## config.mk

```make
export PLATFORM = sky130hd
export DESIGN_NAME = sha256_message_hasher_core
export DESIGN_NICKNAME = d
export VERILOG_FILES = /design/src/design/sha256h_pkg.sv /design/src/design/sha256h_ctrl.sv /design/src/design/sha256h_dp.sv /design/src/design/sha256_message_hasher_core.sv
export SDC_FILE = /design/constraint.sdc
export NUM_CORES = 2
export LEC_CHECK = 0
export BUFFER_PORTS_ARGS = -buffer_cell sky130_fd_sc_hd__buf_2
export CAP_MARGIN = 10
export CORE_MARGIN = 2
export CORE_UTILIZATION = 51
export CTS_CLUSTER_DIAMETER = 80
export DETAILED_ROUTE_END_ITERATION = 6
export GPL_TIMING_DRIVEN = 0
export PLACE_DENSITY = 0.74
export SYNTH_ARGS = -nofsm -noshare
export SYNTH_HDL_FRONTEND = slang
export SYNTH_SLANG_ARGS = --single-unit
```

## constraint.sdc

```tcl
create_clock -name clk_i -period 48.7 [get_ports clk_i]
set_input_delay 7.305 -clock clk_i [delete_from_list [all_inputs] [get_ports clk_i]]
set_output_delay 7.305 -clock clk_i [all_outputs]
set_load 0.05 [all_outputs]
```

## src/design/sha256h_pkg.sv

```systemverilog
// Shared types, constants and round functions of the SHA-256 message hasher.
package sha256h_pkg;

  localparam int unsigned WordW    = 32;
  localparam int unsigned ByteW    = 8;
  localparam int unsigned BlkBytes = 64;
  localparam int unsigned BlkW     = BlkBytes * ByteW;
  localparam int unsigned FillW    = 6;
  localparam int unsigned LenW     = 61;
  localparam int unsigned NumRnd   = 64;
  localparam int unsigned RndW     = 6;
  localparam int unsigned NumH     = 8;
  localparam int unsigned IdxW     = 3;

  // Position of the first length byte inside the final block.
  localparam logic [FillW-1:0] LenPos   = 6'd56;
  localparam logic [FillW-1:0] FillLast = 6'd63;
  localparam logic [RndW-1:0]  RndLast  = 6'd63;
  localparam logic [IdxW-1:0]  IdxLast  = 3'd7;
  localparam logic [ByteW-1:0] PadMark  = 8'h80;

  localparam logic [WordW-1:0] InitH [NumH] = '{
    32'h6a09e667, 32'hbb67ae85, 32'h3c6ef372, 32'ha54ff53a,
    32'h510e527f, 32'h9b05688c, 32'h1f83d9ab, 32'h5be0cd19};

  localparam logic [WordW-1:0] RoundK [NumRnd] = '{
    32'h428a2f98, 32'h71374491, 32'hb5c0fbcf, 32'he9b5dba5,
    32'h3956c25b, 32'h59f111f1, 32'h923f82a4, 32'hab1c5ed5,
    32'hd807aa98, 32'h12835b01, 32'h243185be, 32'h550c7dc3,
    32'h72be5d74, 32'h80deb1fe, 32'h9bdc06a7, 32'hc19bf174,
    32'he49b69c1, 32'hefbe4786, 32'h0fc19dc6, 32'h240ca1cc,
    32'h2de92c6f, 32'h4a7484aa, 32'h5cb0a9dc, 32'h76f988da,
    32'h983e5152, 32'ha831c66d, 32'hb00327c8, 32'hbf597fc7,
    32'hc6e00bf3, 32'hd5a79147, 32'h06ca6351, 32'h14292967,
    32'h27b70a85, 32'h2e1b2138, 32'h4d2c6dfc, 32'h53380d13,
    32'h650a7354, 32'h766a0abb, 32'h81c2c92e, 32'h92722c85,
    32'ha2bfe8a1, 32'ha81a664b, 32'hc24b8b70, 32'hc76c51a3,
    32'hd192e819, 32'hd6990624, 32'hf40e3585, 32'h106aa070,
    32'h19a4c116, 32'h1e376c08, 32'h2748774c, 32'h34b0bcb5,
    32'h391c0cb3, 32'h4ed8aa4a, 32'h5b9cca4f, 32'h682e6ff3,
    32'h748f82ee, 32'h78a5636f, 32'h84c87814, 32'h8cc70208,
    32'h90befffa, 32'ha4506ceb, 32'hbef9a3f7, 32'hc67178f2};

  typedef enum logic [2:0] {
    ST_IDLE,
    ST_ROUND,
    ST_FOLD,
    ST_PAD,
    ST_OUT
  } sha_state_e;

  // Commands from the controller to the datapath.
  typedef struct packed {
    logic load;      // shift in a message byte
    logic pad;       // shift in a padding byte
    logic start;     // copy the chain value into the working registers
    logic round;     // run one compression round
    logic fold;      // add the working registers into the chain value
    logic out_next;  // advance to the next digest word
    logic clear;     // return to the initial message state
  } sha_cmd_t;

  // Status from the datapath to the controller.
  typedef struct packed {
    logic fill_last;  // next byte completes the block
    logic final_blk;  // block being padded carries the length
    logic rnd_last;   // last round of the block
    logic out_last;   // digest word seven is on the output
  } sha_status_t;

  function automatic logic [WordW-1:0] big_sig0(input logic [WordW-1:0] x);
    big_sig0 = {x[1:0], x[31:2]} ^ {x[12:0], x[31:13]} ^ {x[21:0], x[31:22]};
  endfunction

  function automatic logic [WordW-1:0] big_sig1(input logic [WordW-1:0] x);
    big_sig1 = {x[5:0], x[31:6]} ^ {x[10:0], x[31:11]} ^ {x[24:0], x[31:25]};
  endfunction

  function automatic logic [WordW-1:0] sml_sig0(input logic [WordW-1:0] x);
    sml_sig0 = {x[6:0], x[31:7]} ^ {x[17:0], x[31:18]} ^ {3'b000, x[31:3]};
  endfunction

  function automatic logic [WordW-1:0] sml_sig1(input logic [WordW-1:0] x);
    sml_sig1 = {x[16:0], x[31:17]} ^ {x[18:0], x[31:19]} ^ {10'd0, x[31:10]};
  endfunction

endpackage

```

## src/design/sha256h_ctrl.sv

```systemverilog
// Control state machine of the SHA-256 message hasher.
module sha256h_ctrl import sha256h_pkg::*; (
  input  logic        clk_i,
  input  logic        rst_ni,
  input  logic        in_valid_i,
  output logic        in_ready_o,
  input  logic        byte_present_i,
  input  logic        end_of_message_i,
  output logic        out_valid_o,
  input  logic        out_ready_i,
  input  sha_status_t status_i,
  output sha_cmd_t    cmd_o
);

  sha_state_e state_q, state_d;
  logic       end_pend_q, end_pend_d;   // message ended, padding still owed
  logic       last_blk_q, last_blk_d;   // block in the rounds carries the length
  logic       in_acc;

  assign in_acc = in_valid_i && in_ready_o;

  always_ff @(posedge clk_i or negedge rst_ni) begin
    if (!rst_ni) begin
      state_q    <= ST_IDLE;
      end_pend_q <= 1'b0;
      last_blk_q <= 1'b0;
    end else begin
      state_q    <= state_d;
      end_pend_q <= end_pend_d;
      last_blk_q <= last_blk_d;
    end
  end

  always_comb begin
    state_d     = state_q;
    end_pend_d  = end_pend_q;
    last_blk_d  = last_blk_q;
    cmd_o       = '0;
    in_ready_o  = 1'b0;
    out_valid_o = 1'b0;
    case (state_q)
      ST_IDLE: begin
        in_ready_o = 1'b1;
        if (in_acc) begin
          cmd_o.load = byte_present_i;
          if (byte_present_i && status_i.fill_last) begin
            cmd_o.start = 1'b1;
            end_pend_d  = end_of_message_i;
            last_blk_d  = 1'b0;
            state_d     = ST_ROUND;
          end else if (end_of_message_i) begin
            end_pend_d = 1'b1;
            state_d    = ST_PAD;
          end
        end
      end
      ST_ROUND: begin
        cmd_o.round = 1'b1;
        if (status_i.rnd_last) begin
          state_d = ST_FOLD;
        end
      end
      ST_FOLD: begin
        cmd_o.fold = 1'b1;
        if (last_blk_q) begin
          state_d = ST_OUT;
        end else if (end_pend_q) begin
          state_d = ST_PAD;
        end else begin
          state_d = ST_IDLE;
        end
      end
      ST_PAD: begin
        cmd_o.pad = 1'b1;
        if (status_i.fill_last) begin
          cmd_o.start = 1'b1;
          last_blk_d  = status_i.final_blk;
          state_d     = ST_ROUND;
        end
      end
      ST_OUT: begin
        out_valid_o = 1'b1;
        if (out_ready_i) begin
          cmd_o.out_next = 1'b1;
          if (status_i.out_last) begin
            cmd_o.clear = 1'b1;
            end_pend_d  = 1'b0;
            last_blk_d  = 1'b0;
            state_d     = ST_IDLE;
          end
        end
      end
      default: begin
        state_d = ST_IDLE;
      end
    endcase
  end

endmodule

```

## src/design/sha256h_dp.sv

```systemverilog
// Datapath of the SHA-256 message hasher: block shift line, rounds, chain value.
module sha256h_dp import sha256h_pkg::*; (
  input  logic              clk_i,
  input  logic              rst_ni,
  input  sha_cmd_t          cmd_i,
  input  logic [ByteW-1:0]  data_byte_i,
  output sha_status_t       status_o,
  output logic [WordW-1:0]  digest_word_o,
  output logic [IdxW-1:0]   word_index_o
);

  logic [BlkW-1:0]   blk_q, blk_d;
  logic [WordW-1:0]  wk_q [NumH];
  logic [WordW-1:0]  wk_d [NumH];
  logic [WordW-1:0]  h_q  [NumH];
  logic [FillW-1:0]  fill_q;
  logic [LenW-1:0]   len_q;
  logic [RndW-1:0]   rnd_q;
  logic [IdxW-1:0]   idx_q;
  logic              sent80_q;
  logic              len_blk_q;

  logic              len_blk_eff;
  logic [63:0]       len_bits;
  logic [IdxW-1:0]   len_sel;
  logic [ByteW-1:0]  len_byte;
  logic [ByteW-1:0]  pad_byte;
  logic [WordW-1:0]  w_new, t1, t2;

  // The 0x80 marker decides whether the length fits behind it in this block.
  assign len_blk_eff = sent80_q ? len_blk_q : (fill_q < LenPos);
  assign len_bits    = {len_q, 3'b000};
  assign len_sel     = IdxLast - fill_q[IdxW-1:0];
  assign len_byte    = len_bits[{len_sel, 3'b000} +: ByteW];

  always_comb begin
    if (!sent80_q) begin
      pad_byte = PadMark;
    end else if (len_blk_eff && (fill_q >= LenPos)) begin
      pad_byte = len_byte;
    end else begin
      pad_byte = '0;
    end
  end

  // Schedule word t+16 from words t, t+1, t+9 and t+14 of the window.
  assign w_new = sml_sig1(blk_q[63:32]) + blk_q[223:192]
               + sml_sig0(blk_q[479:448]) + blk_q[511:480];

  assign t1 = wk_q[7] + big_sig1(wk_q[4])
            + ((wk_q[4] & wk_q[5]) ^ (~wk_q[4] & wk_q[6]))
            + RoundK[rnd_q] + blk_q[511:480];
  assign t2 = big_sig0(wk_q[0])
            + ((wk_q[0] & wk_q[1]) ^ (wk_q[0] & wk_q[2]) ^ (wk_q[1] & wk_q[2]));

  always_comb begin
    blk_d = blk_q;
    wk_d  = wk_q;
    if (cmd_i.load) begin
      blk_d = {blk_q[BlkW-ByteW-1:0], data_byte_i};
    end else if (cmd_i.pad) begin
      blk_d = {blk_q[BlkW-ByteW-1:0], pad_byte};
    end else if (cmd_i.round) begin
      blk_d = {blk_q[BlkW-WordW-1:0], w_new};
    end
    if (cmd_i.start) begin
      wk_d = h_q;
    end else if (cmd_i.round) begin
      wk_d[0] = t1 + t2;
      wk_d[1] = wk_q[0];
      wk_d[2] = wk_q[1];
      wk_d[3] = wk_q[2];
      wk_d[4] = wk_q[3] + t1;
      wk_d[5] = wk_q[4];
      wk_d[6] = wk_q[5];
      wk_d[7] = wk_q[6];
    end
  end

  always_ff @(posedge clk_i) begin
    blk_q <= blk_d;
    wk_q  <= wk_d;
  end

  always_ff @(posedge clk_i or negedge rst_ni) begin
    if (!rst_ni) begin
      h_q       <= InitH;
      fill_q    <= '0;
      len_q     <= '0;
      rnd_q     <= '0;
      idx_q     <= '0;
      sent80_q  <= 1'b0;
      len_blk_q <= 1'b0;
    end else begin
      if (cmd_i.clear) begin
        h_q       <= InitH;
        fill_q    <= '0;
        len_q     <= '0;
        sent80_q  <= 1'b0;
        len_blk_q <= 1'b0;
      end else begin
        if (cmd_i.load) begin
          fill_q <= fill_q + 1'b1;
          len_q  <= len_q + 1'b1;
        end
        if (cmd_i.pad) begin
          fill_q    <= fill_q + 1'b1;
          sent80_q  <= 1'b1;
          // Once a block fills up here, the next padded block carries the length.
          len_blk_q <= (fill_q == FillLast) ? 1'b1 : len_blk_eff;
        end
        if (cmd_i.fold) begin
          for (int i = 0; i < NumH; i++) begin
            h_q[i] <= h_q[i] + wk_q[i];
          end
        end
      end
      if (cmd_i.start) begin
        rnd_q <= '0;
      end else if (cmd_i.round) begin
        rnd_q <= rnd_q + 1'b1;
      end
      if (cmd_i.out_next) begin
        idx_q <= idx_q + 1'b1;
      end
    end
  end

  assign status_o.fill_last = (fill_q == FillLast);
  assign status_o.final_blk = len_blk_eff;
  assign status_o.rnd_last  = (rnd_q == RndLast);
  assign status_o.out_last  = (idx_q == IdxLast);

  assign digest_word_o = h_q[idx_q];
  assign word_index_o  = idx_q;

endmodule

```

## src/design/sha256_message_hasher_core.sv

```systemverilog
// Top level of the SHA-256 message hasher: byte stream in, digest words out.
//
//  channel  | dir | tdata (low bit up)    | tuser             | tlast
//  ---------+-----+-----------------------+-------------------+----------------
//  s_axis   | in  | data_byte [7:0]       | byte_present [0]  | end_of_message
//  m_axis   | out | digest_word [31:0]    | word_index [2:0]  | last_word
//
// Cycles: one beat a cycle is taken while a block fills. The beat that brings
// the 64th byte starts the rounds and then the fold, one round at a time on the
// single shared round unit; s_axis_tready stays low meanwhile. An end beat
// starts padding, one byte a cycle through the block shift line up to the end
// of the block, and through a second block when the length spills into it; each
// padded block then runs the rounds and the fold, and eight output beats follow.
// Reset: asynchronous, active low; chain value returns to the initial hash,
// counts to zero. No clearing pass.
// Stalls: m_axis_tready low holds the current digest word; no input is taken
// until the eighth word is gone.
module sha256_message_hasher_core import sha256h_pkg::*; (
  input  logic        clk_i,
  input  logic        rst_ni,
  input  logic        s_axis_tvalid_i,
  output logic        s_axis_tready_o,
  input  logic [7:0]  s_axis_tdata_i,   // [7:0] data_byte
  input  logic [0:0]  s_axis_tuser_i,   // [0] byte_present
  input  logic        s_axis_tlast_i,   // end_of_message
  output logic        m_axis_tvalid_o,
  input  logic        m_axis_tready_i,
  output logic [31:0] m_axis_tdata_o,   // [31:0] digest_word
  output logic [2:0]  m_axis_tuser_o,   // [2:0] word_index
  output logic        m_axis_tlast_o    // last_word
);

  sha_cmd_t    cmd;
  sha_status_t status;

  // Controller: sequences load, rounds, padding and the digest beats.
  sha256h_ctrl u_ctrl (
    .clk_i            (clk_i),
    .rst_ni           (rst_ni),
    .in_valid_i       (s_axis_tvalid_i),
    .in_ready_o       (s_axis_tready_o),
    .byte_present_i   (s_axis_tuser_i[0]),
    .end_of_message_i (s_axis_tlast_i),
    .out_valid_o      (m_axis_tvalid_o),
    .out_ready_i      (m_axis_tready_i),
    .status_i         (status),
    .cmd_o            (cmd)
  );

  // Datapath: block shift line, working registers and chain value.
  sha256h_dp u_dp (
    .clk_i         (clk_i),
    .rst_ni        (rst_ni),
    .cmd_i         (cmd),
    .data_byte_i   (s_axis_tdata_i),
    .status_o      (status),
    .digest_word_o (m_axis_tdata_o),
    .word_index_o  (m_axis_tuser_o)
  );

  // Word seven closes the digest.
  assign m_axis_tlast_o = status.out_last;

endmodule

```

# [Word level (Yosys, flattened, before mapping)]
# Memory sizes are Yosys's and may differ from the RTL's.
# Cells that the tools add are included.
# Widths: inputs -> output; s select.
[word_totals] mem_count=1 mem_bits_ro=2048 wordCells=164 reg_bits=1107
[classes] bitwise=19 muxes=61 reduce_logical=15 shifts=1 eq_ne=14 add_sub_neg=23 n_lt_le_gt_ge=4
[mem_list] memory="(name not given)" words=64 width=32 rd=1 rd_ports_with_merged_regs=0 write_ports=0 line="sha256h_dp.sv:52" source="+ RoundK[rnd_q] + blk_q[511:480];"
[ops] cell="$mux 512" n=3
[ops] cell="$mux 256" n=4
[ops] cell="$add 32x32->32" n=18
[ops] cell="$xor 32x32->32" n=9
[ops] cell="$and 32x32->32" n=5
[ops] cell="$mux 32" n=4
[ops] cell="$mux 61" n=2
[ops] cell="$bmux 32 s3" n=1
[ops] cell="$shiftx 64x7->8" n=1
[ops] cell="$add 61x1->61 const B" n=1
[ops] cell="$not 32->32" n=1
[ops] cell="$xor 32x22->32" n=1
[ops] cell="$xor 32x29->32" n=1
[ops] cell="$mux 6" n=5
[ops] cell="$mux 1" n=25
[ops] cell="$mux 3" n=8
[ops] cell="$mux 8" n=2
[ops] cell="$pmux 3 s5" n=1
[ops] cell="$add 6x1->6 const B" n=2
[ops] cell="$eq 6x6->1 const B" n=2
[ops] cell="$reduce_and 6->1" n=2
[ops] cell="$reduce_bool 2->1" n=5
[ops] cell="$reduce_bool 3->1" n=3
[ops] cell="$ge 7x7->1 const B" n=1
[ops] cell="other kinds (19)" n=30

# [Logic depth before layout (Yosys ltp)]
[logic_depth] ltp_word=9 mapped_depth=42 mapped_depth_nobuf=40

# [Modules after synthesis]
# A second synthesis with hierarchy kept.
[unflattened] hier_cells=8004 hier_area_um2=76903.8
[modules_own_cells] module="sha256h_dp" cells_per_inst=7956 area_each_um2=76457.1 instances=1
[modules_own_cells] module="sha256h_ctrl" cells_per_inst=48 area_each_um2=446.7 instances=1

# [Worst setup path after synthesis]
# OpenSTA, ideal clock, no wires.
[synth_timing] path_kind="input port to flip-flop" startpoint="in s_axis_tvalid_i" endpoint="reg u_dp.blk_q[0], enable pin" path_buffers=1 setup_ns=3.695 path_stages=4 arrival_ns=16.128 required_time_ns=45.005 setup_slack_ns=28.876 cell_sequence="and2_1 -> nand2_1 -> clkbuf_1 -> nand2_1"
[synth_between] elab_chain_len=4
[synth_rtl] element="start, declared" line="sha256_message_hasher_core.sv:21" source="input logic s_axis_tvalid_i,"
[synth_rtl] element="$logic_and 1x1->1" line="sha256h_ctrl.sv:20" source="assign in_acc = in_valid_i && in_ready_o;"
[synth_rtl] element="$mux 1" line="sha256h_ctrl.sv:44" source="if (in_acc) begin"
[synth_rtl] element="$mux 1" line="sha256h_ctrl.sv:41" source="case (state_q)"
[synth_rtl] element="$reduce_bool 3->1 (no line)"
[synth_rtl] element="end signal, assigned" line="sha256h_dp.sv:81" source="blk_q <= blk_d;"
[synth_rtl] element="end, declared" line="sha256h_dp.sv:12" source="logic [BlkW-1:0] blk_q, blk_d;"
# Every way passes these cells.
# A chain may end at the register's enable or synchronous reset.

==> summary.txt <==
Timing
  • Final min period: 12.88 ns
  • Max frequency: 77.63 MHz
  • Hold Violations, Final: 0
  • Setup violators final: 0
  • Slew margin rel.: under 10%
  • Clk_skew: around 0.033 ns
  • Final Max Tran Viols: 0
  • Setup Total Neg Slack: 0 ns
  • Setup WS post-layout: 35.82 ns
  • Slew @ Worst Pin: 1.479 ns
  • RSZ-0062 raised after global routing: no
  • Fin crit share: 26.45%

Route
  • Drt first-iter violations: 8861
  • Drt via density: 6.283
  • Detailed Routing Iterations Pass 1: 7
  • Routed len/inst: 27.61 um
  • Vias post-DR: around 66000
  • Total wire length: 290300 um
  • Post-route ant nets: 0
  • Post-route DRC: 12

Clock tree
  • Cts repair resizes: 0
  • Root buffer cell: clkbuf_16
  • Clk Latency, worst-skew pair: 0.81 ns
  • Setup Fix Bufs, Post-CTS: 0
  • Clock sinks: between 1000 and 1500
  • Hold-fix buffers at CTS: 0
  • Clock transition at path regs: ~0.050 ns
  • Max H-tree Level: 4
  • TritonCTS clock tree: done
  • TritonCTS buffer count: 130
  • Clk buf depth: 3

Layout
  • Share of cells above drive strength 1: under 10%
  • Area of the multi-input gates: between 0.04 and 0.05 mm2
  • Fin area: 0.08354 mm2
  • Register area: 0.03172 mm2
  • P&R area growth vs syn: 10.31%
  • Fillers: 13010
  • Nets@finish: 9070

Floorplanning
  • Core Footprint: 0.1477 mm2
  • Initial core utilization: 51.29%
  • Die ar.: 0.1516 mm2
  • # rows: 141
  • Die outline width: 389.3 um
  • # IOs: 52
  • Die height: just under 400 um

Worst setup path
  • Startpoint Class: flip-flop
  • Critical path origin: u_dp.rnd_q[0]
  • WP data required: 49.25 ns
  • Crit Reg-Reg Startpoint: u_dp.rnd_q[0]
  • Arrival @ worst endpoint: 13.43 ns
  • CP Capture Type: flip-flop
  • Critical path peak fanout: 10
  • Crit-path max cell delay: 0.90 ns
  • Slowest CP cell: xnor2_1
  • Crit Path Class: flip-flop to flip-flop

Outcome
  • Status: finished, violations left
  • Failing checks: design-rule violations

Place
  • Hpwl dp: ~220000 um
  • Place WS: 36.40 ns
  • Placed inst area: 0.07926 mm2
  • I/O Buffers: 51
  • Global placement routability congestion: 1.008

Synth
  • Number of synthesized register bits: 1107
  • Synth unique cells: 99
  • Synth async-reset ratio: 30.62%
  • Cells after synthesis: 8243
  • Post-synthesis sequential area ratio: 41.88%
  • Avg Cell Area, Syn: 9.187 um2
  • Syn Nets: 8848
  • Ys Warns: 0
  • Mapped cell area: about 0.076 mm2
  • Post-synth EDFFs: between 700 and 800
  • Most used DFF post-synth: edfxtp_1

Global routing
  • Largest net degree at the start of global routing: 93
  • Vias in the first global route: roughly 63000
  • GRT Total Usage: between 30% and 40%
  • First-pass GRT wire length: 418400 um
  • Grt total ovfl: 0
  • Initial antenna violation count: 19

Hold path
  • Worst min path class: flip-flop to flip-flop
  • Hold path start: u_ctrl.last_blk_q

Run
  • Max Cap Viol: 0
-- path summary, 6_finish.rpt --
kind                                     end  slack [ns]  cells after the start
min in group asynchronous     u_dp.len_q[49]        6.48                      1
hold reg to reg            u_ctrl.state_q[2]        0.51                      2
max in group asynchronous       u_dp.h_q[12]       40.66                      3
hold / removal             u_ctrl.state_q[2]        0.51                      2
setup / recovery              u_dp.wk_q[255]       35.82                     40
setup reg to reg              u_dp.wk_q[255]       35.82                     40
-- area by class of cell --
type                       count  share of cell area, %
antenna                       13                0.03894
sequential                  1107                  37.96
timing repair buffer          90                  1.336
buffer                       459                  2.079
tap                         1930                  2.891
multi-input combinational   6383                  49.32
clock inverter                65                 0.8492
clock buffer                 174                  4.201
inverter                     294                  1.321
-- kinds of logic after synthesis --
family	count (synthesis)	share of synthesized area, %
compound gates	1646	13.52
xor+xnor	610	7.055
fa+ha+maj	617	12.04
buf+inv	753	3.740
flops	1107	41.88
mux	168	3.595
simple gates	3342	18.17
-- worst max-delay path, delay by kind of cell (launching register included) --
kind	cells	cell delay, ns
compound gates	15	3.25
xor+xnor	3	1.19
fa+ha+maj	8	3.71
buf+inv	6	2.14
flops	1	0.50
simple gates	8	1.79
-- metrics by stage --
| step | utilization, % | hold slack (ns) | cells |
|---|---|---|---|
| final | 56.58 | 0.5066 | 10520 |
| after global routing | 56.55 | 0.5482 | 10500 |
| after CTS | 56.53 | 0.5098 | 10500 |
| after detailed placement | 53.68 | 0.5033 | 10260 |
| after global placement | 53.09 | 0.4851 | 10220 |
| after floorplan | - | 0.4612 | 8243 |
-- Yosys cell counts, drive strengths merged, types with 11 or more instances --
cell	n	area (um2)
nand2	2331	8750
edfxtp	768	23060
a21oi	540	2706
o21ai	450	2256
nor2	432	1627
clkbuf	413	1550
ha	396	4955
xnor2	381	3337
inv	290	1089
xor2	229	2006
dfrtp	203	5080
fa	195	3904
a21o	183	1374
nand3	153	765.7
dfstp	136	3573
nor3	99	510.5
mux4	79	1779
nand2b	67	419.2
and3	55	344.1
a211oi	53	412.9
o21a	52	390.4
mux2i	47	470.5
buf	46	178.9
nor2b	44	275.3
or3	43	269.0
mux2	42	473.0
o21bai	41	319.1
o31ai	39	297.8
o211ai	38	285.3
a31oi	35	219.0
nand4	31	193.9
maj3	26	260.3
and2	23	143.9
or2	20	125.1
a211o	17	148.9
a221oi	13	120.1
a311oi	13	113.9
o2111ai	13	113.9
o311ai	12	112.6
a21boi	11	82.58
a31o	11	96.35
-- metal layers --
metal	track usage, %	vias to the layer above	part of all wire [%]
met2	54.31	4232	42
met4	18.68	6	5.7
met3	10.30	743	13
met1	52.49	32110	40
li1	-	28970	-
met5	0	-	0.014
-- registers in the layout, indices dropped and copies added (netlist names) --
register           cells
u_dp.sent80_q          1
u_ctrl.state_q         3
u_dp.word_index_o      3
u_dp.fill_q            6
u_dp.len_q            61
u_ctrl.last_blk_q      1
u_ctrl.end_pend_q      1
u_dp.h_q             256
u_dp.blk_q           512
u_dp.len_blk_q         1
u_dp.rnd_q             6
u_dp.wk_q            256
-- layout by cell type (no fill, tap or decap), drive strengths merged, types with 183 or more instances in the layout --
cell type,n
nand2,2331
xor2,229
dfrtp,203
edfxtp,768
a21oi,540
fa,195
clkbuf,587
nor2,432
a21o,183
xnor2,381
o21ai,450
ha,396
inv,297
Power is left out: the tool's default activity adds up to more than one toggle a clock period on the data nets, which glitch-free logic cannot reach.
